File: config.mk
export PLATFORM = sky130hd
export DESIGN_NAME = smz_split_mul
export DESIGN_NICKNAME = d
export VERILOG_FILES = /design/src/hw/rtl/smz_split_mul.sv
export SDC_FILE = /design/constraint.sdc
export NUM_CORES = 2
export LEC_CHECK = 0
export ABC_AREA = 1
export BUFFER_PORTS_ARGS = -buffer_cell sky130_fd_sc_hd__buf_4
export CAP_MARGIN = 25
export CORE_MARGIN = 5
export CORE_UTILIZATION = 55
export DETAILED_ROUTE_END_ITERATION = 8
export PLACE_DENSITY = 0.68
export SLEW_MARGIN = 20
export SYNTH_ARGS = -nofsm -noshare
export SYNTH_HDL_FRONTEND = slang
export SYNTH_SLANG_ARGS = --single-unit
File: constraint.sdc
create_clock -name vclk -period 11.23
set_input_delay 2.246 -clock vclk [all_inputs]
set_output_delay 2.246 -clock vclk [all_outputs]
set_load 0.03 [all_outputs]
File: src/hw/rtl/smz_split_mul.sv
// ----------------------------------------------------------------------------
// smz_split_mul: unsigned multiply as four partial products
// Splits both operands into a low and a high part and returns the four
// partial products; the caller registers them and adds them up a stage later.
// ----------------------------------------------------------------------------
`default_nettype none

module smz_split_mul #(
  parameter int A_W  = 48,
  parameter int B_W  = 32,
  parameter int A_LO = 24,
  parameter int B_LO = 16
) (
  input  wire logic [A_W-1:0]                   a,
  input  wire logic [B_W-1:0]                   b,
  output logic      [A_LO+B_LO-1:0]             p00,
  output logic      [A_LO+(B_W-B_LO)-1:0]       p01,
  output logic      [(A_W-A_LO)+B_LO-1:0]       p10,
  output logic      [(A_W-A_LO)+(B_W-B_LO)-1:0] p11
);

  localparam int A_HI = A_W - A_LO;
  localparam int B_HI = B_W - B_LO;

  logic [A_LO-1:0] a_lo;
  logic [A_HI-1:0] a_hi;
  logic [B_LO-1:0] b_lo;
  logic [B_HI-1:0] b_hi;

  // operand halves
  assign a_lo = a[A_LO-1:0];
  assign a_hi = a[A_W-1:A_LO];
  assign b_lo = b[B_LO-1:0];
  assign b_hi = b[B_W-1:B_LO];

  // partial products, weights 0, B_LO, A_LO and A_LO+B_LO
  assign p00 = (A_LO+B_LO)'(a_lo) * (A_LO+B_LO)'(b_lo);
  assign p01 = (A_LO+B_HI)'(a_lo) * (A_LO+B_HI)'(b_hi);
  assign p10 = (A_HI+B_LO)'(a_hi) * (A_HI+B_LO)'(b_lo);
  assign p11 = (A_HI+B_HI)'(a_hi) * (A_HI+B_HI)'(b_hi);

endmodule

`default_nettype wire

==> impl_metrics.csv <==
group,metric,value,unit
floorplan,die_h,320.7,µm
route,drt-initial-drc-count,2806,
setup_path,required,8.98,ns
setup_path,critical_path_class,"in2out",
global_routing,grt_max_degree,49,
route,drt-total-wl,146700,µm
timing,relSlewSlack,48.43,%
global_routing,antenna_found_initial,9,
clocking,post_cts_buffers,0,
route,highest_layer,"met5",
cells_and_area,nClkBuffers,0,
floorplan,io_pins,240,
cells_and_area,seq_area,0,µm²
timing,drv_slew,0,
cells_and_area,area_growth,4.383,%
timing,fin_crit_sh,91.83,%
logic_synthesis,ys_top_cells_by_count,"inv_1, nand2_1, fa_1, ha_1, clkbuf_1",
floorplan,design.die.area,102900,µm²
timing,post-route-min-period,10.31,ns
route,drc,0,
global_routing,first_global_vias,47340,
logic_synthesis,synthCells,7451,
floorplan,start_util,55.16,%
job,drv_cap,0,
timing,fin_hold_ws,5.058,ns
logic_synthesis,ys_top_cells_by_area,"fa_1, inv_1, nand2_1, ha_1, clkbuf_1",
cells_and_area,fin_nets,9148,
route,antenna_left,0,
route,vias,44210,
setup_path,end_kind,"output port",
timing,rsz0062_at_grt,"no",
route,wl_met3,10830,µm
timing,tns,0,ns
timing,hold_viol,0,
floorplan,die_w,320.7,µm
setup_path,path_max_fanout,48,
place,gp_congestion,0.9051,
global_routing,grt_usage,29.10,%
route,via_per_inst,5.095,
place,io_buffers,240,
logic_synthesis,synth.avg_cell_area,7.127,µm²
setup_path,arrival,8.07,ns
clocking,cts_resized,0,
route,met2_length,72070,µm
setup_path,critical_path.startpoint_type,"input port",
logic_synthesis,synth.top_cell.area_share,46.14,%
route,wl_met1,60900,µm
cells_and_area,seq_cell_count,0,
floorplan,core_area,96280,µm²
route,avgRoutedWirePerCell,16.91,µm
logic_synthesis,ys_types,26,
timing,setup_viol,0,
cells_and_area,final_layout_size_suffix_gt1_share,4.355,%
logic_synthesis,syn_nets,9203,
floorplan,rows,114,
global_routing,grt_pass1_wl,244200,µm
timing,tightest_slew,0.7735,ns
logic_synthesis,syn_area,53100,µm²
place,dp_hpwl,111700,µm
logic_synthesis,yosysSeqAreaShare,0,%
logic_synthesis,yosys.area.top_type,"fa_1",
outcome,status,"finished, final reports clean",
logic_synthesis,yosysWarnings,0,
timing,timing.fmax,0.09697,GHz
route,first_pass_iters,6,
global_routing,gr-total-overflow,0,
worst_hold_path,min_path_type,"in2out",
clocking,hold_buffers,0,
logic_synthesis,yosysMostFrequentCell,"inv_1",
## metrics by stage
step                utilization (%)  instances  setup WS, ns  instance area, µm²
global placement              57.55       8670        0.9585               55410
floorplan                         -       7451         1.507               53100
global route                  57.56       8671        0.6462               55420
finish                        57.57       8677        0.9174               55430
detailed placement            57.55       8670        0.9792               55410
CTS                           57.55       8670        0.9598               55410
## layer usage
| metal | up-vias | global-route usage (%) |
|---|---|---|
| li1 | 20480 | - |
| met1 | 21910 | 39.39 |
| met2 | 1567 | 51.06 |
| met3 | 251 | 3.843 |
| met4 | 6 | 5.204 |
| met5 | - | 0 |
## cell type report
type | instances | area (µm²)
fillers | 9360 | 40850
well taps | 1276 | 1597
inverters | 2396 | 8994
repair buffers | 247 | 1854
diodes | 7 | 17.52
multi-input cells | 4751 | 42970
## kinds of logic (layout without fill, tap and decap cells)
kind of cell	count (synthesis)	after routing	share of synthesized area, %
compound gates	226	226	2.252
xor+xnor	88	88	1.451
fa+ha+maj	1672	1672	56.70
buf+inv	2700	2643	19.08
other cells	0	7	0
simple gates	2765	2765	20.51
## worst max-delay path, cell delays in order
cell and delay [ns]:
buf_4 0.51, nand2_1 0.17, fa_1 0.56, inv_1 0.05, fa_1 0.53, inv_1 0.05, fa_1 0.49, inv_1 0.05
fa_1 0.48, fa_1 0.49, inv_1 0.05, fa_1 0.59, inv_1 0.07, ha_1 0.42, nand2_1 0.08, inv_1 0.10
nand2_1 0.14, nor2_1 0.18, nand4_1 0.15, nand3_2 0.15, xor2_1 0.24, buf_4 0.21
## path summary, 6_finish.rpt
| kind | endpoint | slack [ns] | depth (start not counted) | from |
|---|---|---|---|---|
| max | p10[23] | 0.92 | 22 | b[1] |
| min | p11[0] | 5.06 | 4 | a[24] |
## cell usage in the layout, fill, tap and decap left out
master,count
xor2_1,72
inv_1,2395
o21ai_0,61
nand2_1,2357
nor2_2,6
nor3_1,42
o21bai_1,20
fa_1,1224
a21oi_1,135
nand2_2,38
nand3b_1,2
inv_2,1
a31oi_1,8
nand3_2,28
nor2_1,185
nor2_4,2
nor4_1,2
nand4_1,8
diode_2,7
ha_1,448
a21o_1,1
and2_1,8
buf_4,247
xnor2_1,16
a21boi_0,1
nand3_1,87
Power is left out: the tool's default activity adds up to more than one toggle a clock period on the data nets, which glitch-free logic cannot reach.
